**config.mk**
```make
export PLATFORM = sky130hd
export DESIGN_NAME = lfsr_polynomial_identifier
export DESIGN_NICKNAME = d
export VERILOG_FILES = /design/src/lpi_pkg.sv /design/src/lpi_dp.sv /design/src/lpi_ctrl.sv /design/src/lfsr_polynomial_identifier.sv
export VERILOG_INCLUDE_DIRS = /design/src /design/src/src
export SDC_FILE = /design/constraint.sdc
export NUM_CORES = 1
export LEC_CHECK = 0
export ABC_AREA = 1
export BUFFER_PORTS_ARGS = -buffer_cell sky130_fd_sc_hd__buf_2
export CORE_UTILIZATION = 45
export CTS_CLUSTER_DIAMETER = 40
export DETAILED_ROUTE_END_ITERATION = 6
export GPL_ROUTABILITY_DRIVEN = 0
export PLACE_DENSITY_LB_ADDON = 0.15
export SYNTH_ARGS = -nofsm -noshare
export SYNTH_HDL_FRONTEND = slang
export SYNTH_SLANG_ARGS = --single-unit
```
**constraint.sdc**
```tcl
create_clock -name clk -period 33.2 [get_ports clk]
set_input_delay 8.3 -clock clk [delete_from_list [all_inputs] [get_ports clk]]
set_output_delay 8.3 -clock clk [all_outputs]
set_load 0.05 [all_outputs]
```
**src/assert_macros.svh**
```systemverilog
// Assertion macros used by the RTL module lpi_ctrl.
// Each one samples on the rising edge of clk and is disabled while arst_n is low.
`ifndef ASSERT_MACROS_SVH
`define ASSERT_MACROS_SVH

// The consequent holds in the same cycle as the antecedent.
`define ASSERT_SAME(label, ante, cons) \
	label: assert property (@(posedge clk) disable iff (!arst_n) (ante) |-> (cons)) \
		else $error("same-cycle check failed");

// The consequent holds in the cycle after the antecedent.
`define ASSERT_NEXT(label, ante, cons) \
	label: assert property (@(posedge clk) disable iff (!arst_n) (ante) |=> (cons)) \
		else $error("next-cycle check failed");

`endif

```
**src/lpi_pkg.sv**
```systemverilog
package lpi_pkg;

	localparam int POLY_SLOTS = 8;
	localparam int POLY_COUNT_DEF = 8;
	localparam int ERROR_THRESHOLD_DEF = 0;

	localparam int WORD_W = 64;
	localparam int SEED_W = 17;
	localparam int IDX_W = 3;
	localparam int SKIP_W = 4;
	localparam int CNT_W = 6;
	localparam int STEP_W = 6;
	localparam int THR_W = 5;
	localparam int TRY_W = 3;
	localparam int TRY_COUNT = 5;

	localparam logic [TRY_W-1:0] TRY_LAST = TRY_W'(TRY_COUNT - 1);
	localparam logic [STEP_W-1:0] LAST_STEP = STEP_W'(39);
	localparam logic [THR_W-1:0] THR_FLOOR = THR_W'(2);

	// Seed of the skip-8 run sits in bits 55:39, that of the skip-9 run in 54:38.
	localparam int SEED8_LSB = 39;
	localparam int SEED9_LSB = 38;
	// After k left shifts of the word, these bits hold the chip compared at step k.
	localparam int RX8_BIT = 38;
	localparam int RX9_BIT = 37;

	localparam logic [SKIP_W-1:0] SKIP_EVEN = SKIP_W'(8);
	localparam logic [SKIP_W-1:0] SKIP_ODD = SKIP_W'(9);

	localparam logic STATUS_FOUND = 1'b0;
	localparam logic STATUS_ERROR = 1'b1;

	// Compared bits of each try, in try order. Odd tries use the skip-9 run.
	localparam logic [STEP_W-1:0] TRY_LEN [TRY_COUNT] = '{
		STEP_W'(39), STEP_W'(38), STEP_W'(29), STEP_W'(28), STEP_W'(19)
	};

	typedef logic [TRY_W-1:0] try_t;

	typedef struct packed {
		logic load;
		logic step;
		logic snap;
		try_t try_sel;
	} lpi_cmd_t;

	typedef struct packed {
		logic word_zero;
		logic [CNT_W-1:0] best_cnt;
		logic [IDX_W-1:0] best_idx;
	} lpi_sts_t;

endpackage

```
**src/lpi_dp.sv**
```systemverilog
module lpi_dp #(
	parameter int POLY_COUNT = lpi_pkg::POLY_COUNT_DEF
) (
	input logic clk,
	input logic arst_n,
	input logic cfg_we,
	input logic [lpi_pkg::IDX_W-1:0] cfg_index,
	input logic [lpi_pkg::SEED_W-1:0] cfg_data,
	input logic [lpi_pkg::WORD_W-1:0] chip_word,
	input lpi_pkg::lpi_cmd_t cmd,
	output lpi_pkg::lpi_sts_t sts
);

	logic [lpi_pkg::SEED_W-1:0] taps_q [POLY_COUNT];
	logic [lpi_pkg::WORD_W-1:0] sh_q;
	logic [lpi_pkg::SEED_W-1:0] lfsr8_q [POLY_COUNT];
	logic [lpi_pkg::SEED_W-1:0] lfsr9_q [POLY_COUNT];
	logic [lpi_pkg::CNT_W-1:0] cnt8_q [POLY_COUNT];
	logic [lpi_pkg::CNT_W-1:0] cnt9_q [POLY_COUNT];
	logic [lpi_pkg::CNT_W-1:0] snap_q [lpi_pkg::TRY_COUNT][POLY_COUNT];
	logic fb8 [POLY_COUNT];
	logic fb9 [POLY_COUNT];

	always_ff @(posedge clk or negedge arst_n) begin
		if (!arst_n) begin
			for (int i = 0; i < POLY_COUNT; i++) begin
				taps_q[i] <= '0;
			end
		end else begin
			for (int i = 0; i < POLY_COUNT; i++) begin
				if (cfg_we && cfg_index == lpi_pkg::IDX_W'(i)) begin
					taps_q[i] <= cfg_data;
				end
			end
		end
	end

	always_comb begin
		for (int i = 0; i < POLY_COUNT; i++) begin
			fb8[i] = ^(lfsr8_q[i] & taps_q[i]);
			fb9[i] = ^(lfsr9_q[i] & taps_q[i]);
		end
	end

	always_ff @(posedge clk) begin
		if (cmd.load) begin
			sh_q <= chip_word;
			for (int i = 0; i < POLY_COUNT; i++) begin
				lfsr8_q[i] <= chip_word[lpi_pkg::SEED8_LSB +: lpi_pkg::SEED_W];
				lfsr9_q[i] <= chip_word[lpi_pkg::SEED9_LSB +: lpi_pkg::SEED_W];
				cnt8_q[i] <= '0;
				cnt9_q[i] <= '0;
			end
		end else if (cmd.step) begin
			sh_q <= {sh_q[lpi_pkg::WORD_W-2:0], 1'b0};
			for (int i = 0; i < POLY_COUNT; i++) begin
				lfsr8_q[i] <= {lfsr8_q[i][lpi_pkg::SEED_W-2:0], fb8[i]};
				lfsr9_q[i] <= {lfsr9_q[i][lpi_pkg::SEED_W-2:0], fb9[i]};
				if (fb8[i] != sh_q[lpi_pkg::RX8_BIT]) begin
					cnt8_q[i] <= cnt8_q[i] + lpi_pkg::CNT_W'(1);
				end
				if (fb9[i] != sh_q[lpi_pkg::RX9_BIT]) begin
					cnt9_q[i] <= cnt9_q[i] + lpi_pkg::CNT_W'(1);
				end
			end
		end
		if (cmd.snap) begin
			for (int i = 0; i < POLY_COUNT; i++) begin
				snap_q[cmd.try_sel][i] <= cmd.try_sel[0] ? cnt9_q[i] : cnt8_q[i];
			end
		end
	end

	always_comb begin
		sts.word_zero = (chip_word == '0);
		sts.best_cnt = snap_q[cmd.try_sel][0];
		sts.best_idx = '0;
		for (int i = 1; i < POLY_COUNT; i++) begin
			if (snap_q[cmd.try_sel][i] < sts.best_cnt) begin
				sts.best_cnt = snap_q[cmd.try_sel][i];
				sts.best_idx = lpi_pkg::IDX_W'(i);
			end
		end
	end

endmodule

```
**src/lpi_ctrl.sv**
```systemverilog
`include "assert_macros.svh"

module lpi_ctrl #(
	parameter int ERROR_THRESHOLD = lpi_pkg::ERROR_THRESHOLD_DEF
) (
	input logic clk,
	input logic arst_n,
	input logic start,
	output logic busy,
	output logic done,
	output logic status,
	output logic [lpi_pkg::IDX_W-1:0] poly_index,
	output logic [lpi_pkg::SKIP_W-1:0] skip_bits,
	output lpi_pkg::lpi_cmd_t cmd,
	input lpi_pkg::lpi_sts_t sts
);

	typedef enum logic [1:0] {
		ST_IDLE,
		ST_RUN,
		ST_EVAL
	} state_t;

	state_t state_q;
	logic [lpi_pkg::STEP_W-1:0] step_q;
	lpi_pkg::try_t try_q;
	logic [lpi_pkg::THR_W-1:0] thr_q;
	logic busy_q;
	logic done_q;
	logic status_q;
	logic [lpi_pkg::IDX_W-1:0] poly_index_q;
	logic [lpi_pkg::SKIP_W-1:0] skip_bits_q;
	logic snap_hit;
	lpi_pkg::try_t snap_try;
	logic pass;

	always_comb begin
		snap_hit = 1'b0;
		snap_try = '0;
		for (int t = 0; t < lpi_pkg::TRY_COUNT; t++) begin
			if (step_q == lpi_pkg::TRY_LEN[t]) begin
				snap_hit = 1'b1;
				snap_try = lpi_pkg::TRY_W'(t);
			end
		end
	end

	always_comb begin
		cmd.load = (state_q == ST_IDLE) && start;
		cmd.step = (state_q == ST_RUN) && (step_q != lpi_pkg::LAST_STEP);
		cmd.snap = (state_q == ST_RUN) && snap_hit;
		cmd.try_sel = (state_q == ST_RUN) ? snap_try : try_q;
	end

	assign pass = (sts.best_cnt <= lpi_pkg::CNT_W'(thr_q));

	always_ff @(posedge clk or negedge arst_n) begin
		if (!arst_n) begin
			state_q <= ST_IDLE;
			step_q <= '0;
			try_q <= '0;
			thr_q <= '0;
			busy_q <= 1'b0;
			done_q <= 1'b0;
			status_q <= lpi_pkg::STATUS_ERROR;
			poly_index_q <= '0;
			skip_bits_q <= lpi_pkg::SKIP_EVEN;
		end else begin
			done_q <= 1'b0;
			unique case (state_q)
				ST_IDLE: begin
					if (start) begin
						thr_q <= lpi_pkg::THR_W'(ERROR_THRESHOLD);
						step_q <= '0;
						try_q <= '0;
						if (sts.word_zero) begin
							done_q <= 1'b1;
							status_q <= lpi_pkg::STATUS_ERROR;
							poly_index_q <= '0;
							skip_bits_q <= lpi_pkg::SKIP_EVEN;
						end else begin
							busy_q <= 1'b1;
							state_q <= ST_RUN;
						end
					end
				end
				ST_RUN: begin
					if (step_q == lpi_pkg::LAST_STEP) begin
						state_q <= ST_EVAL;
					end else begin
						step_q <= step_q + lpi_pkg::STEP_W'(1);
					end
				end
				ST_EVAL: begin
					if (pass) begin
						done_q <= 1'b1;
						status_q <= lpi_pkg::STATUS_FOUND;
						poly_index_q <= sts.best_idx;
						skip_bits_q <= try_q[0] ? lpi_pkg::SKIP_ODD : lpi_pkg::SKIP_EVEN;
						busy_q <= 1'b0;
						state_q <= ST_IDLE;
					end else if (try_q == lpi_pkg::TRY_LAST) begin
						done_q <= 1'b1;
						status_q <= lpi_pkg::STATUS_ERROR;
						poly_index_q <= '0;
						skip_bits_q <= lpi_pkg::SKIP_EVEN;
						busy_q <= 1'b0;
						state_q <= ST_IDLE;
					end else begin
						if (try_q[0] && thr_q > lpi_pkg::THR_FLOOR) begin
							thr_q <= thr_q - lpi_pkg::THR_W'(1);
						end
						try_q <= try_q + lpi_pkg::TRY_W'(1);
					end
				end
			endcase
		end
	end

	assign busy = busy_q;
	assign done = done_q;
	assign status = status_q;
	assign poly_index = poly_index_q;
	assign skip_bits = skip_bits_q;

	`ASSERT_SAME(a_done_not_busy, done_q, !busy_q)
	`ASSERT_NEXT(a_start_runs, start && !busy_q && !sts.word_zero,
		busy_q && (state_q == ST_RUN))
	`ASSERT_SAME(a_error_fields, done_q && (status_q == lpi_pkg::STATUS_ERROR),
		(poly_index_q == '0) && (skip_bits_q == lpi_pkg::SKIP_EVEN))
	`ASSERT_SAME(a_skip_range, done_q,
		(skip_bits_q == lpi_pkg::SKIP_EVEN) || (skip_bits_q == lpi_pkg::SKIP_ODD))

endmodule

```
**src/lfsr_polynomial_identifier.sv**
```systemverilog
// Identifies which of the configured 17-bit LFSR polynomials produced a 64-bit chip word,
// earliest chip in bit 63. An item is accepted at a clock edge with start high and busy low.
// A zero word gives its error result on done in the very next cycle; any other word runs
// through two phases after acceptance: all candidates run two LFSR lanes each (seed
// after 8 and after 9 skipped chips) for 39 steps, one step per cycle, then one try at a
// time (up to five) picks the best candidate. Result fields are valid only while done is
// high, for exactly one cycle, and the receiver cannot stall them. busy falls as done rises,
// so the next item may start in the done cycle. Write the poly registers only while idle.
module lfsr_polynomial_identifier #(
	parameter int POLY_COUNT = lpi_pkg::POLY_COUNT_DEF,
	parameter int ERROR_THRESHOLD = lpi_pkg::ERROR_THRESHOLD_DEF
) (
	input logic clk,
	input logic arst_n,
	input logic cfg_we,
	input logic [lpi_pkg::IDX_W-1:0] cfg_index,
	input logic [lpi_pkg::SEED_W-1:0] cfg_data,
	input logic start,
	output logic busy,
	input logic [lpi_pkg::WORD_W-1:0] chip_word,
	output logic done,
	output logic status,
	output logic [lpi_pkg::IDX_W-1:0] poly_index,
	output logic [lpi_pkg::SKIP_W-1:0] skip_bits
);

	lpi_pkg::lpi_cmd_t cmd;
	lpi_pkg::lpi_sts_t sts;

	lpi_dp #(
		.POLY_COUNT(POLY_COUNT)
	) u_dp (
		.clk(clk),
		.arst_n(arst_n),
		.cfg_we(cfg_we),
		.cfg_index(cfg_index),
		.cfg_data(cfg_data),
		.chip_word(chip_word),
		.cmd(cmd),
		.sts(sts)
	);

	lpi_ctrl #(
		.ERROR_THRESHOLD(ERROR_THRESHOLD)
	) u_ctrl (
		.clk(clk),
		.arst_n(arst_n),
		.start(start),
		.busy(busy),
		.done(done),
		.status(status),
		.poly_index(poly_index),
		.skip_bits(skip_bits),
		.cmd(cmd),
		.sts(sts)
	);

endmodule
```
* Word-level counts from Yosys, hierarchy flattened
Memories as Yosys holds them, arrays and structs flattened. Cells that the tools add are included.
Storage, ports and cells: flip-flop bits (word level) 201, memory bits (writable) 608, output and inout bits 10, logic and storage cells 354, memories 5
Cells by class: $add $sub $neg 19, order comparisons 9, eq/ne operators 41, mux-type cells 174, bitwise logic cells 48, reduce and logical (&&, ||, !) cells 40
Memories:
- u_dp.snap_q | words 5, width 48, rd ports 1, clocked after Yosys merged registers in 0, write ports 1, RTL line lpi_dp.sv:20 | logic [lpi_pkg::CNT_W-1:0] snap_q [lpi_pkg::TRY_COUNT][POLY_COUNT];
- u_dp.lfsr8_q | words 8, width 17, rd ports 8, clocked after Yosys merged registers in 0, write ports 8, RTL line lpi_dp.sv:16 | logic [lpi_pkg::SEED_W-1:0] lfsr8_q [POLY_COUNT];
- u_dp.lfsr9_q | words 8, width 17, rd ports 8, clocked after Yosys merged registers in 0, write ports 8, RTL line lpi_dp.sv:17 | logic [lpi_pkg::SEED_W-1:0] lfsr9_q [POLY_COUNT];
- u_dp.cnt8_q | words 8, width 6, rd ports 8, clocked after Yosys merged registers in 0, write ports 8, RTL line lpi_dp.sv:18 | logic [lpi_pkg::CNT_W-1:0] cnt8_q [POLY_COUNT];
- u_dp.cnt9_q | words 8, width 6, rd ports 8, clocked after Yosys merged registers in 0, write ports 8, RTL line lpi_dp.sv:19 | logic [lpi_pkg::CNT_W-1:0] cnt9_q [POLY_COUNT];
Operators by type and width (count):
- 17-bit AND | 16
- 17-bit 2-to-1 mux | 16
- 17-bit parity | 16
- 6-bit 2-to-1 mux | 26
- 6-bit by 1-bit adder with 6-bit output, second input constant | 17
- 1-bit 2-to-1 mux | 90
- 39-bit 2-to-1 mux | 2
- 64-bit logical NOT | 1
- 9-bit 2-to-1 mux | 7
- 6-bit < comparator | 7
- 1-bit bitwise OR | 32
- 3-bit 2-to-1 mux | 9
- 5-bit 2-to-1 mux | 4
- 6-bit by 5-bit equality test with 1-bit output, second input constant | 3
- 4-bit 2-to-1 mux | 4
- 1-bit inequality test | 16
- 4-bit AND reduction | 4
- 3-bit equality test, second input constant | 5
- 2-bit 2-to-1 mux | 7
- 6-bit equality test, second input constant | 2
- 1-bit logical AND | 12
- 2-bit inequality test, second input constant | 6
- 3-bit case mux with 2 select lines | 2
- 6-bit case mux with 2 select lines | 1
- 20 further kinds | 26

* Logic depth before layout (Yosys ltp)
Gate-level depths: netlist of the first run. An unclocked memory read counts as a cell.
depth after elaboration 24, depth in mapped cells 83

* Modules after synthesis
From an unflattened synthesis of the first run, not the netlist that was laid out.
Unflattened totals: cell total of the unflattened synthesis 3806, area total of the unflattened synthesis 38074.0 um2
Modules (own cells, without submodules):
- lpi_dp | instances 1, cells an instance 3584, area an instance 36352.4 um2, seq. area each 22831.9 um2
- lpi_ctrl | instances 1, cells an instance 222, area an instance 1721.7 um2, seq. area each 576.8 um2

* Least setup slack after synthesis of the first run
OpenSTA, ideal clock, no wires.
path type input to register, start input start, end memory u_dp.lfsr8_q[0][0] (netlist name), enable pin, setup time 2.322 ns, data arrival time 14.234 ns, data required time 30.878 ns, setup slack 16.644 ns, cell stages on the path 5, path buffers 3, cell sequence nand2_1 -> clkbuf_1 -> clkbuf_1 -> clkbuf_1 -> nand2_1
RTL lines:
- start: declaration | RTL line lfsr_polynomial_identifier.sv:18 | input logic start,
- end: declaration | RTL line lpi_dp.sv:16

* Worst setup path after layout of the first run
start register u_ctrl.state_q[1], end register u_ctrl.state_q[1]
Between the ends: cells in the longest elaborated chain, start to end 20
RTL lines:
- start: declaration | RTL line lpi_ctrl.sv:24 | state_t state_q;
- start signal: assignment | RTL line lpi_ctrl.sv:59 | state_q <= ST_IDLE;
- start signal: assignment | RTL line lpi_ctrl.sv:83 | state_q <= ST_RUN;
- start signal: assignment | RTL line lpi_ctrl.sv:89 | state_q <= ST_EVAL;
- 2-bit by 1-bit equality test with 1-bit output | RTL line lpi_ctrl.sv:52, lpi_ctrl.sv:70
- 3-bit 2-to-1 mux | RTL line lpi_ctrl.sv:52 | cmd.try_sel = (state_q == ST_RUN) ? snap_try : try_q;
- memory read 5 x 48 bit
- 6-bit < comparator | RTL line lpi_dp.sv:79 | if (snap_q[cmd.try_sel][i] < sts.best_cnt) begin
- 9-bit 2-to-1 mux | RTL line lpi_dp.sv:79
- 6-bit < comparator | RTL line lpi_dp.sv:79
- 9-bit 2-to-1 mux | RTL line lpi_dp.sv:79
- 6-bit < comparator | RTL line lpi_dp.sv:79
- [... 4 more ...]
- 9-bit 2-to-1 mux | RTL line lpi_dp.sv:79
- 6-bit < comparator | RTL line lpi_dp.sv:79
- 9-bit 2-to-1 mux | RTL line lpi_dp.sv:79
- 6-bit < comparator | RTL line lpi_dp.sv:79
- 9-bit 2-to-1 mux | RTL line lpi_dp.sv:79
- 6-bit by 5-bit less-or-equal comparator with 1-bit output | RTL line lpi_ctrl.sv:55 | assign pass = (sts.best_cnt <= lpi_pkg::CNT_W'(thr_q));
- 3-bit by 1-bit inequality test with 1-bit output (no source line) / 2-bit 2-to-1 mux (equally long branches)
- 4-bit AND reduction (no source line) / 2-bit case mux with 3 select lines (equally long branches)
Several ways; a longest one is shown, not always the timed one. A chain may end at the register's enable or synchronous reset.

==> results.yml, run 1 <==
global_routing:
  antenna_found_initial: 0
  grt_max_degree: 178
  grt_usage_pct: 21.3
  first_global_vias: 25100
  grt_pass1_wl_um: 142000
  gr-total-overflow: 0
clock_tree:
  htree_levels: 3
  post-cts-setup-buffer-count: 0
  numCtsBuffers: 118
  path_clk_slew_ns: 0.05
  clk_path_buf_depth: 3
  cts.sinks: 806
  cts_root_buf: "clkbuf_16"
  cts_tree: "built"
  cts_hold_buf: 0
  clk_latency_ns: 0.68
  cts_resized: 0
floorplanning:
  coreArea_um2: 82600
  initial_core_util_pct: 45.7
  ios: 98
  die_h_um: 292
  die_area_um2: 85100
  die_w_um: 292
  rows: 105
synthesis:
  ys_seq_elements: 806
  yosys_most_used_dff: "edfxtp_1"
  yosys_warnings: 0
  synth-seq-area-share_pct: 62.0
  async_flop_share_pct: 19.7
  ys_types: 48
  netlist_instances: 3742
  avgSynthCellArea_um2: 10.1
  netlist_area_um2: 37800
  synth_edf_count: 647
timing:
  tns_ns: 0
  fmax_mhz: 72.5
  maxSlewViolCount: 0
  finalSetupViolCount: 0
  hold_viol_final: 0
  max-slew-margin-rel_pct: 18.3
  rsz0062_at_grt: "no"
  post-route-period-util_pct: 41.6
  period_minus_slack_ns: 13.80
  skew_ns: 0.0264
  worst_pin_slew_ns: 1.21
drt:
  ant_nets: 0
  vias_per_cell: 5.13
  wl_per_cell_um: 17.9
  drt_first_pass_iters: 6
  drc_errors: 0
  drt_wl_total_um: 89500
  drt_iter0_markers: 1713
  num_vias: 25600
final_layout:
  final_nets: 3981
  nFillCells: 7392
  drive_above_1_share_pct: 10.1
  diodes: 0
  syn_to_final_growth_pct: 14.7
setup_path:
  path_delay_family: "compound AO/OA/AOI/OAI gates"
  worstPathRequired_ns: 33.75
  slowest_stage: "buf_4"
  crit_path_max_incr_delay_ns: 0.77
  crit_path_max_fanout: 83
  cp_num_buf_inv: 5
  cp-end-kind: "flop"
  critPathLaunchType: "flop"
  critPathMostFrequentCell: "ha_1"
  cp.arrival_ns: 14.35
  crit_type: "reg2reg"
placement:
  port_buffers: 94
  hpwl_um: 58600
run_status:
  status: "finished, final reports clean"
min_path:
  hold_path.class: "reg2reg"
run:
  cap_viol_max_count: 0
worst paths after layout:
path	startpoint	end	slack, ns	depth (start not counted)
min in group asynchronous	arst_n	u_dp.taps_q[25]$_DFFE_PN0P_	7.76	1
min reg2reg	u_ctrl.status$_DFFE_PN1P_	u_ctrl.status$_DFFE_PN1P_	0.47	2
max reg2reg	u_ctrl.state_q[1]$_DFFE_PN0P_	u_ctrl.state_q[1]$_DFFE_PN0P_	19.40	62
min	u_ctrl.status$_DFFE_PN1P_	u_ctrl.status$_DFFE_PN1P_	0.47	2
max	u_ctrl.state_q[1]$_DFFE_PN0P_	u_ctrl.state_q[1]$_DFFE_PN0P_	19.40	62
max in group asynchronous	arst_n	u_dp.taps_q[89]$_DFFE_PN0P_	23.83	2
tightest hold or removal path, cell delays in order (launching register included):
cell and delay, ns:
dfstp_2 0.36, inv_1 0.06, a21boi_2 0.05
cells in the final DEF, fill, tap and decap left out, types with 5 or more instances in the layout:
cell,count
nand2_1,1341
edfxtp_1,647
o21ai_0,324
nor2_1,231
xnor2_1,220
inv_1,172
dfrtp_1,158
clkbuf_16,119
buf_2,93
xor2_1,77
nand3_1,76
a21oi_1,68
ha_1,63
o221ai_1,31
buf_4,30
nor3_1,28
clkinvlp_4,19
or2_2,18
nand4_1,18
nor4_1,17
clkinv_2,15
bufinv_16,15
nand2_2,14
inv_6,12
clkbuf_1,12
clkinv_4,12
nand2_4,9
nor3b_1,8
clkinv_1,7
o221a_2,6
nor2_4,5
o21ai_1,5
clkbuf_8,5
through the flow:
step | std cells | utilization (%) | hold slack, ns | setup slack (ns) | instance area (um2)
floorplan | 3743 | - | 0.467 | 16.64 | 37800
global placement | 4780 | 47.5 | 0.461 | 19.64 | 39300
detailed placement | 4780 | 47.5 | 0.466 | 19.33 | 39300
CTS | 4999 | 52.4 | 0.475 | 19.31 | 43300
global route | 4999 | 52.4 | 0.494 | 17.78 | 43300
finish | 4999 | 52.4 | 0.471 | 19.40 | 43300
layout make-up:
| class | instances | area, um2 | share of cell area (%) |
|---|---|---|---|
| inverters | 176 | 662 | 1.53 |
| clock inverters | 83 | 962 | 2.22 |
| clock buffers | 136 | 3090 | 7.13 |
| multi-input cells | 2603 | 13200 | 30.3 |
| repair buffers | 125 | 722 | 1.67 |
| well taps | 1070 | 1340 | 3.09 |
| flip-flops and latches | 806 | 23400 | 54.0 |
flip-flops by register name, summed over array words and instances, names as in the netlist, 5 cells and up:
signal / count
u_dp.lfsr9_q: 136
u_dp.lfsr8_q: 136
u_ctrl.step_q: 6
u_dp.taps_q: 136
u_dp.sh_q: 39
u_dp.snap_q: 240
u_dp.cnt8_q: 48
u_ctrl.thr_q: 5
u_dp.cnt9_q: 48
logic make-up after synthesis:
kind of cell,Yosys count,synth area share [%]
AOI/OAI and AO/OA,459,6.72
xor gates and xnor gates,297,6.88
adders and majority gates,63,2.09
buffers and inverters,334,3.43
DFF,806,62.0
other,2,0.0199
and+or+nand+nor,1781,18.9
per-layer routing:
layer	up-vias	part of all wire, %	track usage (%)
li1	12700	-	-
met1	12300	47	30.0
met2	511	47	34.6
met3	136	4.2	2.87
met4	0	2.1	5.64
met5	-	0	0
synth_stat cells, drive strengths merged, types with 2 or more instances:
cell type     n  area share [%]
o311ai        4           0.093
nand3        80             1.1
nor3         31            0.41
xor2         77             1.8
a221oi        4           0.093
edfxtp      647              51
o221a         6            0.18
nand2      1364              14
nand4        20            0.39
o221ai       31            0.72
nor3b         8            0.16
inv         175             1.7
or2          19            0.31
a211oi        4           0.079
buf          30            0.41
o21ai       329             4.4
o21bai        2           0.040
clkbuf      128             1.3
a31oi         4           0.066
a21oi        70            0.96
nor2        240             2.4
dfrtp       158              10
conb          2           0.020
nand3b        2           0.040
xnor2       220             5.1
ha           63             2.1
nor4         17            0.28
Power of run 1 is not shown: default switching activity piles up to over one toggle a cycle in this logic, so the estimate is an artifact.
==> inputs of run 2 (changes only) <==
clock period = 11.45 ns   (was 33.2 ns; I/O delays follow)
==> run 2 against run 1 <==
Against the previous run:
- register-to-register slack lost 19 ns
- final area increased by 2.0%
- via count rose by 1.9%
- worst hold slack improved by 0.0059 ns
- global-route usage is 0.61 points higher
- non-clock buffer count is 41 higher
- setup slack worse by 19 ns
- critical path type unchanged
==> results.yml, run 2 (synthesis results as in run 1) <==
run_status:
  status: "finished, final reports clean"
clock_tree:
  htree_levels: 4
  cts.sinks: 806
  clk_latency_ns: 0.71
  clk_path_buf_depth: 3
  numCtsBuffers: 130
  cts_hold_buf: 0
  cts_root_buf: "clkbuf_16"
  path_clk_slew_ns: 0.05
  cts_tree: "built"
placement:
  hpwl_um: 59900
  port_buffers: 94
  dp_cells: 4794
  pre_cts_ws_ns: -0.0191
setup_path:
  critPathMostFrequentCell: "nand2_1"
  worstPathRequired_ns: 12.01
  crit_type: "reg2reg"
  crit_path_max_fanout: 9
  slowest_stage: "ha_1"
  cp-end-kind: "flop"
  crit_path_max_incr_delay_ns: 0.39
  cp.arrival_ns: 11.18
  critPathLaunchType: "flop"
drt:
  drt_iter0_markers: 1893
  ant_nets: 0
  drt_first_pass_iters: 6
  num_vias: 26100
  wl_per_cell_um: 18.1
  drt_wl_total_um: 91800
  drc_errors: 0
  vias_per_cell: 5.15
final_layout:
  syn_to_final_growth_pct: 17.0
  final_cell_mix: "1340 x nand2_1, 647 x edfxtp_1, 306 x o21ai_0, 229 x nor2_1, 220 x xnor2_1"
  final_core_util_pct: 53.5
  regMostFlops: "u_dp.snap_q"
  drive_above_1_share_pct: 12.2
  nFillCells: 7321
  largest_reg_flops: 240
  final_nets: 4040
  final_common_cell: "nand2_1"
  register_area_um2: 23400
  layout.cells.non_filler: 5067
  multi_input_area_um2: 13400
timing:
  period_minus_slack_ns: 10.62
  worst_pin_slew_ns: 1.16
  maxSlewViolCount: 0
  fmax_mhz: 94.1
  tns_ns: 0
  post-route-period-util_pct: 92.8
  fin_ws_ns: 0.827
  finalSetupViolCount: 0
  hold_viol_final: 0
  skew_ns: 0.0326
  max-slew-margin-rel_pct: 22.6
global_routing:
  antenna_found_initial: 1
  grt_max_degree: 196
  grt_pass1_wl_um: 145000
  first_global_vias: 25700
  gr-total-overflow: 0
  grt_usage_pct: 21.9
floorplanning:
  rows: 105
  ios: 98
  die_area_um2: 85100
  die_h_um: 292
  die_w_um: 292
  coreArea_um2: 82600
  initial_core_util_pct: 45.7
min_path:
  hold_path.class: "reg2reg"
run:
  cap_viol_max_count: 0
## run 2: cell types whose count changed in the layout (fill, tap and decap cells not counted), sizes merged
cell	delta
buf	+40
clkbuf	+33
bufinv	-7
nand2	+5
inv	-4
clkinv	+2
clkinvlp	-2
diode	+1
## run 2: cell type report
type | instances | area share (%)
repair buffers | 166 | 2.44
inverters | 176 | 1.53
clock inverters | 71 | 1.65
diodes | 1 | 0.00566
multi-input cells | 2608 | 30.2
flip-flops and latches | 806 | 52.9
well taps | 1070 | 3.03
clock buffers | 168 | 8.20
repair inverters | 1 | 0.0170
## run 2: per-stage QoR
stage,instance area [um2],hold slack [ns]
after global placement,39400,0.470
after global routing,44200,0.497
after floorplan,37800,0.467
final,44200,0.477
after detailed placement,39400,0.472
after CTS,43800,0.480
## run 2: critical path: cells and delay by family, from the launching register on
family | cells | cell delay [ns]
DFF | 1 | 0.38
and+or+nand+nor | 33 | 2.89
adders and majority gates | 9 | 2.73
buffers and inverters | 7 | 0.85
AOI/OAI and AO/OA | 24 | 3.61
## run 2: final timing paths
check / from / to / slack [ns] / depth (start not counted)
max: u_ctrl.step_q[0]$_DFFE_PN0P_ / u_ctrl.poly_index[0]$_DFFE_PN0P_ / 0.83 / 73
min: u_ctrl.status$_DFFE_PN1P_ / u_ctrl.status$_DFFE_PN1P_ / 0.48 / 2
max reg2reg: u_ctrl.step_q[0]$_DFFE_PN0P_ / u_ctrl.poly_index[0]$_DFFE_PN0P_ / 0.83 / 73
min reg2reg: u_ctrl.status$_DFFE_PN1P_ / u_ctrl.status$_DFFE_PN1P_ / 0.48 / 2
max in group asynchronous: arst_n / u_ctrl.thr_q[1]$_DFFE_PN0P_ / 8.02 / 2
min in group asynchronous: arst_n / u_dp.taps_q[9]$_DFFE_PN0P_ / 2.22 / 1
## run 2: timing repair
action                     4_1_cts  5_1_grt
resized for setup                2       53
cloned                           0        7
setup buffers                    0       26
setup endpoints to repair       15       17
hold endpoints to repair         0        0
pin swaps                        0       24
## run 2: per-layer routing
metal | vias to the layer above | part of all wire [%] | track usage, %
li1 | 12900 | - | -
met2 | 550 | 48 | 35.4
met4 | 0 | 2.3 | 7.30
met5 | - | 0 | 0
met3 | 140 | 3.8 | 3.16
met1 | 12600 | 46 | 30.3
Power of run 2 is left out for the same reason.
